==> src/design/jss_pkg.sv <==
// shared types and constants for the joystick smoothstep slew drive
// no dependencies; compiled first
package jss_pkg;

  localparam int CENTER_W = 10;
  localparam int DZ_W     = 9;
  localparam int RANGE_W  = 10;
  localparam int RAMP_W   = 16;
  localparam int PWM_W    = 8;
  localparam int LEVEL_W  = 16;
  localparam int DIR_W    = 2;
  localparam int T_W      = 17;
  localparam int K_W      = 18;
  localparam int PROD_W   = T_W + K_W;
  localparam int CFG_IDX_W  = 3;
  localparam int CFG_DATA_W = 16;
  localparam int DIV_STEPS  = 16;
  localparam int DIV_CNT_W  = $clog2(DIV_STEPS);

  localparam logic [T_W-1:0] T_ONE   = 17'h10000;
  localparam logic [K_W-1:0] K_THREE = 18'h30000;

  localparam logic [CENTER_W-1:0] CENTER_RST   = 10'd512;
  localparam logic [DZ_W-1:0]     DEADZONE_RST = 9'd40;
  localparam logic [RANGE_W-1:0]  RANGE_RST    = 10'd470;
  localparam logic [RAMP_W-1:0]   RAMP_RST     = 16'd6144;
  localparam logic [PWM_W-1:0]    PWM_RST      = 8'd150;

  typedef enum logic [CFG_IDX_W-1:0] {
    REG_CENTER     = 3'd0,
    REG_DEADZONE   = 3'd1,
    REG_FULL_RANGE = 3'd2,
    REG_RAMP_STEP  = 3'd3,
    REG_PWM_LIMIT  = 3'd4
  } cfg_reg_t;

  typedef enum logic [DIR_W-1:0] {
    DIR_STOP = 2'd0,
    DIR_FWD  = 2'd1,
    DIR_REV  = 2'd2
  } dir_t;

  typedef enum logic [2:0] {
    ST_IDLE,
    ST_DZ,
    ST_DIV,
    ST_T2,
    ST_S,
    ST_TGT,
    ST_SLEW,
    ST_FIN
  } state_t;

  typedef struct packed {
    logic [CENTER_W-1:0] center;
    logic [DZ_W-1:0]     deadzone;
    logic [RANGE_W-1:0]  full_range;
    logic [RAMP_W-1:0]   ramp_step;
    logic [PWM_W-1:0]    pwm_limit;
  } cfg_t;

  typedef struct packed {
    logic load_in;
    logic dz_chk;
    logic div_step;
    logic mul_t2;
    logic mul_s;
    logic mul_tgt;
    logic slew;
    logic load_out;
  } ctl_t;

  typedef struct packed {
    logic dz;
    logic sat;
    logic out_free;
  } stat_t;

endpackage

==> src/design/jss_if.sv <==
// valid/ready channel interfaces for samples in and drive results out
// depends on jss_pkg
interface jss_sample_if #(
  parameter int SAMPLE_BITS = 10
);
  logic                   valid;
  logic                   ready;
  logic [SAMPLE_BITS-1:0] raw_sample;

  modport source (output valid, output raw_sample, input ready);
  modport sink (input valid, input raw_sample, output ready);
endinterface

interface jss_drive_if;
  logic                           valid;
  logic                           ready;
  logic [jss_pkg::DIR_W-1:0]      direction;
  logic [jss_pkg::PWM_W-1:0]      duty;

  modport source (output valid, output direction, output duty, input ready);
  modport sink (input valid, input direction, input duty, output ready);
endinterface

==> src/design/jss_ctrl.sv <==
// sequencer for the drive: steps the shared divider and multiplier
// depends on jss_pkg
module jss_ctrl (
  input  logic            clk,
  input  logic            rst,
  input  logic            in_valid,
  output logic            in_ready,
  input  jss_pkg::stat_t  stat,
  output jss_pkg::ctl_t   ctl
);
  import jss_pkg::*;

  state_t                 state, state_next;
  logic [DIV_CNT_W-1:0]   div_cnt;
  logic                   div_last;

  assign div_last = (div_cnt == DIV_CNT_W'(DIV_STEPS - 1));

  always_ff @(posedge clk) begin
    if (rst) begin
      state   <= ST_IDLE;
      div_cnt <= '0;
    end else begin
      state <= state_next;
      if (state == ST_DIV) begin
        div_cnt <= div_cnt + 1'b1;
      end else begin
        div_cnt <= '0;
      end
    end
  end

  always_comb begin
    state_next = state;
    case (state)
      ST_IDLE: begin
        if (in_valid) state_next = ST_DZ;
      end
      ST_DZ: begin
        if (stat.dz) state_next = ST_FIN;
        else if (stat.sat) state_next = ST_T2;
        else state_next = ST_DIV;
      end
      ST_DIV: begin
        if (div_last) state_next = ST_T2;
      end
      ST_T2:   state_next = ST_S;
      ST_S:    state_next = ST_TGT;
      ST_TGT:  state_next = ST_SLEW;
      ST_SLEW: state_next = ST_FIN;
      ST_FIN: begin
        if (stat.out_free) state_next = ST_IDLE;
      end
      default: state_next = ST_IDLE;
    endcase
  end

  always_comb begin
    ctl      = '0;
    in_ready = 1'b0;
    case (state)
      ST_IDLE: begin
        in_ready    = 1'b1;
        ctl.load_in = in_valid;
      end
      ST_DZ:   ctl.dz_chk   = 1'b1;
      ST_DIV:  ctl.div_step = 1'b1;
      ST_T2:   ctl.mul_t2   = 1'b1;
      ST_S:    ctl.mul_s    = 1'b1;
      ST_TGT:  ctl.mul_tgt  = 1'b1;
      ST_SLEW: ctl.slew     = 1'b1;
      ST_FIN:  ctl.load_out = stat.out_free;
      default: ctl = '0;
    endcase
  end

endmodule

==> src/design/jss_dp.sv <==
// datapath: offset and deadzone, restoring divider, one shared multiplier,
// slew limiter and result register; depends on jss_pkg
module jss_dp #(
  parameter int SAMPLE_BITS = 10
) (
  input  logic                       clk,
  input  logic                       rst,
  input  jss_pkg::ctl_t              ctl,
  output jss_pkg::stat_t             stat,
  input  jss_pkg::cfg_t              cfg,
  input  logic [SAMPLE_BITS-1:0]     raw,
  input  logic                       out_ready,
  output logic                       out_valid,
  output logic [jss_pkg::DIR_W-1:0]  out_direction,
  output logic [jss_pkg::PWM_W-1:0]  out_duty
);
  import jss_pkg::*;

  localparam int MAG_W = (SAMPLE_BITS > CENTER_W) ? SAMPLE_BITS : CENTER_W;

  dir_t                 dir;
  logic [MAG_W-1:0]     mag;
  logic [RANGE_W-1:0]   rem;
  logic [T_W-1:0]       tq;
  logic [PROD_W-1:0]    prod;
  logic [LEVEL_W-1:0]   level;

  logic [MAG_W-1:0]     raw_x, center_x, excess;
  logic                 bad_range;
  logic [RANGE_W-1:0]   span;
  logic [RANGE_W:0]     rem_sh;
  logic                 rem_ge;
  logic [T_W-1:0]       mul_a;
  logic [K_W-1:0]       mul_b;
  logic [K_W-1:0]       k_val;
  logic [LEVEL_W-1:0]   target, level_next, diff, cap, capped;
  logic [LEVEL_W:0]     up;

  assign raw_x    = MAG_W'(raw);
  assign center_x = MAG_W'(cfg.center);

  // deadzone test and saturation of t
  assign excess    = mag - MAG_W'(cfg.deadzone);
  assign bad_range = (cfg.full_range <= RANGE_W'(cfg.deadzone));
  assign span      = cfg.full_range - RANGE_W'(cfg.deadzone);

  assign stat.dz       = (mag <= MAG_W'(cfg.deadzone));
  assign stat.sat      = bad_range || (excess >= MAG_W'(span));
  assign stat.out_free = !out_valid || out_ready;

  // one restoring divide step per cycle
  assign rem_sh = {rem, 1'b0};
  assign rem_ge = (rem_sh >= {1'b0, span});

  // shared multiplier operand select
  assign k_val = K_THREE - {tq, 1'b0};

  always_comb begin
    mul_a = tq;
    mul_b = K_W'(tq);
    if (ctl.mul_s) begin
      mul_a = prod[32:16];
      mul_b = k_val;
    end else if (ctl.mul_tgt) begin
      mul_a = prod[32:16];
      mul_b = K_W'(cfg.pwm_limit);
    end
  end

  // slew toward target
  assign target = prod[23:8];
  assign up     = {1'b0, level} + {1'b0, cfg.ramp_step};
  assign diff   = level - target;

  always_comb begin
    level_next = level;
    if (level < target) begin
      level_next = (up < {1'b0, target}) ? up[LEVEL_W-1:0] : target;
    end else if (level > target) begin
      level_next = (diff > cfg.ramp_step) ? (level - cfg.ramp_step) : target;
    end
  end

  assign cap    = {cfg.pwm_limit, 8'h00};
  assign capped = (level < cap) ? level : cap;

  always_ff @(posedge clk) begin
    if (ctl.load_in) begin
      if (raw_x >= center_x) begin
        mag <= raw_x - center_x;
        dir <= DIR_FWD;
      end else begin
        mag <= center_x - raw_x;
        dir <= DIR_REV;
      end
    end
    if (ctl.dz_chk) begin
      if (stat.dz) begin
        dir <= DIR_STOP;
      end
      rem <= excess[RANGE_W-1:0];
      tq  <= stat.sat ? T_ONE : '0;
    end
    if (ctl.div_step) begin
      rem <= rem_ge ? (rem_sh[RANGE_W-1:0] - span) : rem_sh[RANGE_W-1:0];
      tq  <= {tq[T_W-2:0], rem_ge};
    end
    if (ctl.mul_t2 || ctl.mul_s || ctl.mul_tgt) begin
      prod <= PROD_W'(mul_a) * PROD_W'(mul_b);
    end
    if (ctl.load_out) begin
      out_direction <= dir;
      out_duty      <= capped[LEVEL_W-1:8];
    end
  end

  always_ff @(posedge clk) begin
    if (rst) begin
      level     <= '0;
      out_valid <= 1'b0;
    end else begin
      if (ctl.dz_chk && stat.dz) begin
        level <= '0;
      end else if (ctl.slew) begin
        level <= level_next;
      end
      if (ctl.load_out) begin
        out_valid <= 1'b1;
      end else if (out_ready) begin
        out_valid <= 1'b0;
      end
    end
  end

endmodule

==> src/design/joystick_smoothstep_slew_drive.sv <==
// Joystick drive: one sample beat in, one direction/duty beat out. A sample is
// accepted only while the sequencer is idle. Outside the deadzone a sample goes
// from accept to the next accept through the deadzone check, the restoring
// divider that forms t one bit per cycle, three passes through the single
// shared 17x18 multiplier (t*t, smoothstep, pwm scale), the slew step, the load
// of the result register and the idle state that takes the next sample. When t
// saturates the divider is skipped; a sample inside the deadzone goes from the
// deadzone check straight to the load step. The result register lets the next
// sample in while a result waits to be taken; a sample that reaches the load step
// while that result is still waiting holds there until it is taken.
// Configuration writes are taken at any time but belong only to idle periods.
module joystick_smoothstep_slew_drive #(
  parameter int SAMPLE_BITS = 10
) (
  input  logic                          clk,
  input  logic                          rst,
  jss_sample_if.sink                    sample,
  jss_drive_if.source                   drive,
  input  logic                          cfg_we,
  input  logic [jss_pkg::CFG_IDX_W-1:0] cfg_index,
  input  logic [jss_pkg::CFG_DATA_W-1:0] cfg_data
);
  import jss_pkg::*;

  cfg_t  cfg;
  ctl_t  ctl;
  stat_t stat;

  always_ff @(posedge clk) begin
    if (rst) begin
      cfg.center     <= CENTER_RST;
      cfg.deadzone   <= DEADZONE_RST;
      cfg.full_range <= RANGE_RST;
      cfg.ramp_step  <= RAMP_RST;
      cfg.pwm_limit  <= PWM_RST;
    end else if (cfg_we) begin
      case (cfg_index)
        REG_CENTER:     cfg.center     <= cfg_data[CENTER_W-1:0];
        REG_DEADZONE:   cfg.deadzone   <= cfg_data[DZ_W-1:0];
        REG_FULL_RANGE: cfg.full_range <= cfg_data[RANGE_W-1:0];
        REG_RAMP_STEP:  cfg.ramp_step  <= cfg_data[RAMP_W-1:0];
        REG_PWM_LIMIT:  cfg.pwm_limit  <= cfg_data[PWM_W-1:0];
        default: ;
      endcase
    end
  end

  jss_ctrl u_ctrl (
    .clk      (clk),
    .rst      (rst),
    .in_valid (sample.valid),
    .in_ready (sample.ready),
    .stat     (stat),
    .ctl      (ctl)
  );

  jss_dp #(
    .SAMPLE_BITS (SAMPLE_BITS)
  ) u_dp (
    .clk           (clk),
    .rst           (rst),
    .ctl           (ctl),
    .stat          (stat),
    .cfg           (cfg),
    .raw           (sample.raw_sample),
    .out_ready     (drive.ready),
    .out_valid     (drive.valid),
    .out_direction (drive.direction),
    .out_duty      (drive.duty)
  );

endmodule

==> src/flat_wrapper.sv <==
// flat-port wrapper written by rule: the top's interface ports become plain ports
module joystick_smoothstep_slew_drive_flat import jss_pkg::*;
#(
  parameter int SAMPLE_BITS = 10
)
  (clk, rst, cfg_we, cfg_index, cfg_data, sample_valid, sample_raw_sample, sample_ready, drive_valid, drive_direction, drive_duty, drive_ready);
  jss_sample_if #(.SAMPLE_BITS(SAMPLE_BITS)) sample_i ();
  jss_drive_if drive_i ();
  input  logic clk;
  input  logic rst;
  input  logic cfg_we;
  input  logic [jss_pkg::CFG_IDX_W-1:0] cfg_index;
  input  logic [jss_pkg::CFG_DATA_W-1:0] cfg_data;
  input wire logic [$bits(sample_i.valid)-1:0] sample_valid;
  input wire logic [$bits(sample_i.raw_sample)-1:0] sample_raw_sample;
  output wire logic [$bits(sample_i.ready)-1:0] sample_ready;
  output wire logic [$bits(drive_i.valid)-1:0] drive_valid;
  output wire logic [$bits(drive_i.direction)-1:0] drive_direction;
  output wire logic [$bits(drive_i.duty)-1:0] drive_duty;
  input wire logic [$bits(drive_i.ready)-1:0] drive_ready;
  assign sample_i.valid = sample_valid;
  assign sample_i.raw_sample = sample_raw_sample;
  assign sample_ready = sample_i.ready;
  assign drive_valid = drive_i.valid;
  assign drive_direction = drive_i.direction;
  assign drive_duty = drive_i.duty;
  assign drive_i.ready = drive_ready;
  joystick_smoothstep_slew_drive #(.SAMPLE_BITS(SAMPLE_BITS)) u_core (.clk(clk), .rst(rst), .sample(sample_i), .drive(drive_i), .cfg_we(cfg_we), .cfg_index(cfg_index), .cfg_data(cfg_data));
endmodule
==> config.mk <==
export PLATFORM = sky130hd
export DESIGN_NAME = joystick_smoothstep_slew_drive_flat
export DESIGN_NICKNAME = d
export VERILOG_FILES = /design/src/design/jss_pkg.sv /design/src/design/jss_if.sv /design/src/design/jss_ctrl.sv /design/src/design/jss_dp.sv /design/src/design/joystick_smoothstep_slew_drive.sv /design/src/flat_wrapper.sv
export SDC_FILE = /design/constraint.sdc
export NUM_CORES = 1
export LEC_CHECK = 0
export BUFFER_PORTS_ARGS = -buffer_cell sky130_fd_sc_hd__buf_2
export CORE_ASPECT_RATIO = 1.4
export CORE_MARGIN = 4
export CORE_UTILIZATION = 40
export DETAILED_ROUTE_END_ITERATION = 6
export PLACE_DENSITY = 0.56
export SETUP_SLACK_MARGIN = 0.2
export SLEW_MARGIN = 20
export SYNTH_ARGS = -nofsm -noshare
export SYNTH_HDL_FRONTEND = slang
export SYNTH_SLANG_ARGS = --single-unit
export TNS_END_PERCENT = 100
==> constraint.sdc <==
create_clock -name clk -period 7.4 [get_ports clk]
set_input_delay 0.74 -clock clk [delete_from_list [all_inputs] [get_ports clk]]
set_output_delay 0.74 -clock clk [all_outputs]
set_load 0.05 [all_outputs]
# After elaboration in Yosys (flattened, before gate mapping)
# Index checks and enable logic that the tools add are counted.
# classes
n_mul,1
n_bitwise,1
order_cmp,10
n_eq_ne,15
mux,37
n_addsub,10
n_reduce_logical,20
# ops
operator,count
$mux 17,6
$mux 16,5
$mux 10,4
$mul 17x18->33,1
$gt 16x16->1,2
$lt 16x16->1,2
$sub 16x16->16,2
$sub 10x10->10,3
$pmux 3 s8,1
$ge 10x10->1,2
$le 10x9->1,2
$sub 10x9->10,2
$mux 18,1
$sub 18x18->18 const A,1
$add 16x16->17,1
$lt 17x16->1,1
$eq 3x3->1 const B,5
$eq 3x2->1 const B,4
$mux 1,12
$mux 3,4
$reduce_and 2->1,6
$ge 11x10->1,1
$mux 2,4
$eq 3x1->1 const B,2
other kinds (11),20
# totals
in_bits,34
regBits,159
word_cells,110
out_inout_bits,12

# Logic depth before layout (Yosys ltp)
# logic_depth
word_depth,6
mapped_depth,31

# Modules after synthesis
# A second synthesis with hierarchy kept.
# unflattened
cells_unflattened,2452
area_unflattened_um2,21473.1
# modules_own_cells
module,n_inst,cells_each,area_each_um2
jss_dp,1,2195,18823.1
joystick_smoothstep_slew_drive,1,205,2159.6
jss_ctrl,1,52,490.5

# Worst setup path after synthesis
# OpenSTA, ideal clock, no wires.
# synth_path
path_type,reg-to-reg
startpoint,reg u_core.u_dp.tq[2]
endpoint,reg u_core.u_dp.prod[32] (data pin)
setup_time_ps,258
t_required_ps,7142
synth_period_minus_slack_ps,7542
setup_slack_ps,-142
t_arrival_ps,7284
path_stages_with_launch,27
path_cell_list,edfxtp_1 buf_6 or4_4 nor4_4 nand2b_1 nor3b_2 xnor2_1 o31ai_2 buf_2 nand2_1 fa_1 fa_1 inv_1 fa_1 fa_1 fa_1 inv_1 fa_1 inv_1 ha_1 a2111oi_0 o31ai_1 a22o_1 a2111o_1 a31o_2 a21oi_2 xnor2_1
# synth_between
elab_chain_cells,3
word_cells_on_any_way,6
cone_classes,1 x add/sub; 1 x mul; 4 x mux
# synth_rtl
item,line,rtl
from (decl),jss_dp.sv:24,logic [T_W-1:0] tq;
from (signal assigned),jss_dp.sv:102,tq <= stat.sat ? T_ONE : '0;
from (signal assigned),jss_dp.sv:106,"tq <= {tq[T_W-2:0], rem_ge};"
$sub 18x18->18 / $mux 17 (equally long branches),"jss_dp.sv:56, jss_dp.sv:64",
$mux 18 / $mux 17 (equally long branches),jss_dp.sv:61,if (ctl.mul_s) begin
$mul 17x18->33 *,jss_dp.sv:109,prod <= PROD_W'(mul_a) * PROD_W'(mul_b);
to (signal assigned),jss_dp.sv:109,
to (decl),jss_dp.sv:25,logic [PROD_W-1:0] prod;
# Every way passes the cells marked *; elsewhere a longest branch is shown, timed or not.
# A chain may end at the register's enable or synchronous reset.

# Worst setup path in the final report
# layout_path
startpoint,reg u_core.u_dp.tq[5]
endpoint,reg u_core.u_dp.prod[32] (data pin)
# The elaborated chain is that of the path after synthesis.

==> results summary <==
The via count of the first global-routing pass came out at 18700. In the routed layout, each cell is associated on average with a via count of 5.26. The yosys synthesis warning count is 0. The checks that failed: setup timing. The effective utilization at floorplan came out at 40.4%.

The flow ran to the end, but the final reports show violations. In this run the number of H-tree levels came out at 4. Leaving out fill and tap cells, the most frequent cells in the layout are sky130_fd_sc_hd__inv_1, sky130_fd_sc_hd__nand2_1, sky130_fd_sc_hd__fa_1, sky130_fd_sc_hd__ha_1, sky130_fd_sc_hd__nor2_1.

The critical path required time came out at 7.60 ns. The multi-input combinational cells in the finished layout cover a total of 15900 um^2. In the global route stage, overall resource usage came out at 22.4%.

The number of max-cap violations came out at 0. The area of the core is 52300 um^2. The filler cells instantiated in the layout total 5175. The die covers 56600 um^2. Among the stages of the critical path, the cell type that occurs most often is sky130_fd_sc_hd__fa_1. For this design, the slowest cell found on the critical path is sky130_fd_sc_hd__or4_4.

STA classifies the critical path startpoint as a flip-flop. TritonCTS built the clock tree. The number of violations reported at the end of detailed-routing iteration 0 is 902. The relative max-transition margin came out at 42.1%. The net count after synthesis came out at 3015. Leaving out fill and tap cells, the most frequent cell in the layout is sky130_fd_sc_hd__inv_1. The area growth from synthesis to layout is 14.9%. The number of antenna cells inserted is 0.

The layout cell share with drive strength beyond 1 came out at 13.9%. The tightest hold path in the finished design has a slack of 0.436 ns. CTS saw 151 sinks. The final setup skew came out at 0.0111 ns. The placer's final routability congestion estimate came out at 0.937.

The routed wire length came out at 62900 um. The first global-routing pass estimated 100000 um of wire. The count of flip-flops with a built-in enable after synthesis is 72. Global routing consumed, on the met2 layer, 41.7% of the routing resources. The count of different cell masters after synthesis is 85. The overall via count from detail_route is 17700.

Synthesis handed over a netlist of 2497 instances. The prevailing post-synth register cell is sky130_fd_sc_hd__dfxtp_1. The TritonCTS buffer count is 17. The fraction of met3 tracks used by global routing came out at 2.01%.

The clock-pin slew reported for the worst setup and hold paths after clock tree synthesis is 0.07 ns. In this run the deepest clock path goes through 2 buffers. The post-synthesis sequential area ratio is 17.7%.

The final setup violation count came out at 1. The final worst-path cycle share came out at 101%. The critical path class is flip-flop to flip-flop.

The die is 280 um tall. Setup repair after global routing could not meet its margin everywhere. The worst min-delay path category is flip-flop to flip-flop.

The upper clock frequency limit is 0.134 GHz. The worst setup path is captured at a flip-flop. The final-report hold violation count is 0. The non-filler instance count after layout came out at 3368. Data arrives at the worst endpoint at 7.63 ns. The slew at the pin with the worst max-slew slack came out at 0.866 ns. Summed over all layers, the global routing overflow is 0.

The number of slew-limit violations in the final report came out at 0. The clock insertion delay at the later pin of the skew report came out at 0.44 ns. The largest net degree at the start of global routing is 62. The post-route DRC violation count is 0. Of the post-synthesis cell area, the dominant cell type holds 23.1%. The synthesized design spends more area on one cell type than any other, namely sky130_fd_sc_hd__fa_1. The largest fanout of any net on the critical path came out at 6. The number of nets in the layout came out at 3166. The detailed-router iteration count before antenna repair is 5. In this run the horizontal extent of the chip is 202 um. After global routing, the most crowded layer is met2. The worst-case setup margin in the final layout is -0.0371 ns. In this run the clock root is driven by a sky130_fd_sc_hd__clkbuf_16. The number of top-level pins is 46. The share of synthesized registers carrying an async set or reset is 0%. The time the final worst path needs with I/O delays and setup came out at 7.44 ns.

In this run, post-CTS hold repair placed 0 buffers. For this run, the slowest stage of the critical path takes 0.57 ns. After legalization and detailed placement, the total HPWL measured 52000 um. The number of core rows is 99. The number of placed instances, taps included, is 3303. The average instance in the mapped netlist occupies 8.47 um^2. The number of nets still failing antenna checks after routing came out at 0.

The number of I/O port buffers came out at 45. The synthesized flop and latch total came out at 151. The register area came out at 3740 um^2. For this run, global-route usage on met1 was measured as 26.4%.

The number of antenna violations at the first check in global routing came out at 0. The routed wire length per instance came out at 18.7 um. The mapped cell area came out at 21100 um^2.

By area the synthesized netlist is led by sky130_fd_sc_hd__fa_1, sky130_fd_sc_hd__ha_1, sky130_fd_sc_hd__edfxtp_1, sky130_fd_sc_hd__dfxtp_1, sky130_fd_sc_hd__inv_1.
## cell usage after synthesis, drive strengths merged (23+ instances only)
cell,number
inv,417
nand2,377
fa,244
ha,240
nor2,216
a21oi,139
dfxtp,79
o21ai,75
edfxtp,72
clkbuf,70
xnor2,68
xor2,38
and2,37
nor3,36
a21o,35
nand3,28
nor2b,23
## state kept, by name (all words and copies together), names as in the netlist
| name | count |
|---|---|
| u_core.u_dp.rem | 10 |
| u_core.u_dp.level | 16 |
| u_core.u_dp.mag | 10 |
| u_core.u_dp.out_duty | 8 |
| u_core.u_ctrl.div_cnt | 4 |
| u_core.u_dp.tq | 17 |
| u_core.u_dp.out_direction | 2 |
| u_core.u_dp.out_valid | 1 |
| u_core.u_ctrl.state | 3 |
| u_core.u_dp.dir | 2 |
| u_core.u_dp.prod | 25 |
| u_core.cfg | 53 |
## repair_timing
action                                  4_1_cts  5_1_grt
gates resized for setup                      32       44
endpoints found under the setup margin       14       15
setup buffers                                28        5
gates cloned                                  0        0
hold endpoints to repair                      0        0
pin swaps                                    39        4
## worst max-delay path, delay by kind of cell (launching register included)
| family | cells | cell delay [ns] |
|---|---|---|
| AO/OA/AOI/OAI | 7 | 1.50 |
| XOR/XNOR | 2 | 0.17 |
| adder cells (fa/ha/maj) | 7 | 3.31 |
| buffers and inverters | 7 | 0.74 |
| flip-flops | 1 | 0.39 |
| AND/OR/NAND/NOR | 5 | 1.05 |
## worst paths after layout
check	to	startpoint	slack, ns	depth (start not counted)
max reg2reg	u_core.u_dp.prod[32]	u_core.u_dp.tq[5]	-0.04	28
max	u_core.u_dp.prod[32]	u_core.u_dp.tq[5]	-0.04	28
min	u_core.u_dp.out_direction[0]	u_core.u_dp.dir[0]	0.44	0
min reg2reg	u_core.u_dp.out_direction[0]	u_core.u_dp.dir[0]	0.44	0
## cell families (layout without fill, tap and decap cells)
group	after synthesis	count (layout)	share of synthesized area, %
buffers and inverters	504	668	9.16
AO/OA/AOI/OAI	405	405	12.6
multiplexers	32	32	1.58
flip-flops	151	151	17.7
XOR/XNOR	106	106	4.43
AND/OR/NAND/NOR	815	815	17.2
adder cells (fa/ha/maj)	484	484	37.3
## layout make-up
cell class / count / area share (%)
inverter: 417 / 6.44
sequential: 151 / 15.4
tap: 707 / 3.64
clock buffer: 18 / 1.81
multi-input combinational: 1842 / 65.4
clock inverter: 14 / 0.649
timing repair buffer: 219 / 6.68
## routing by layer
metal	routed length [um]	vias up	share of wire, %
li1	-	8404	-
met1	25100	8769	40
met2	32700	398	52
met3	1990	132	3.2
met4	3110	0	4.9
met5	0	-	0
## through the flow
step                      area (um^2)  utilization [%]  setup slack (ns)  TNS, ns
after floorplan                 21300                -            0.0657        0
after global placement          23100             44.2            -0.266   -0.970
after detailed placement        23100             44.2            -0.349    -1.91
after CTS                       24100             46.1           -0.0286  -0.0286
after global routing            24300             46.5            -0.328    -1.56
final                           24300             46.5           -0.0371  -0.0371
Power is left out: the tool's default activity adds up to more than one toggle a clock period on the data nets, which glitch-free logic cannot reach.
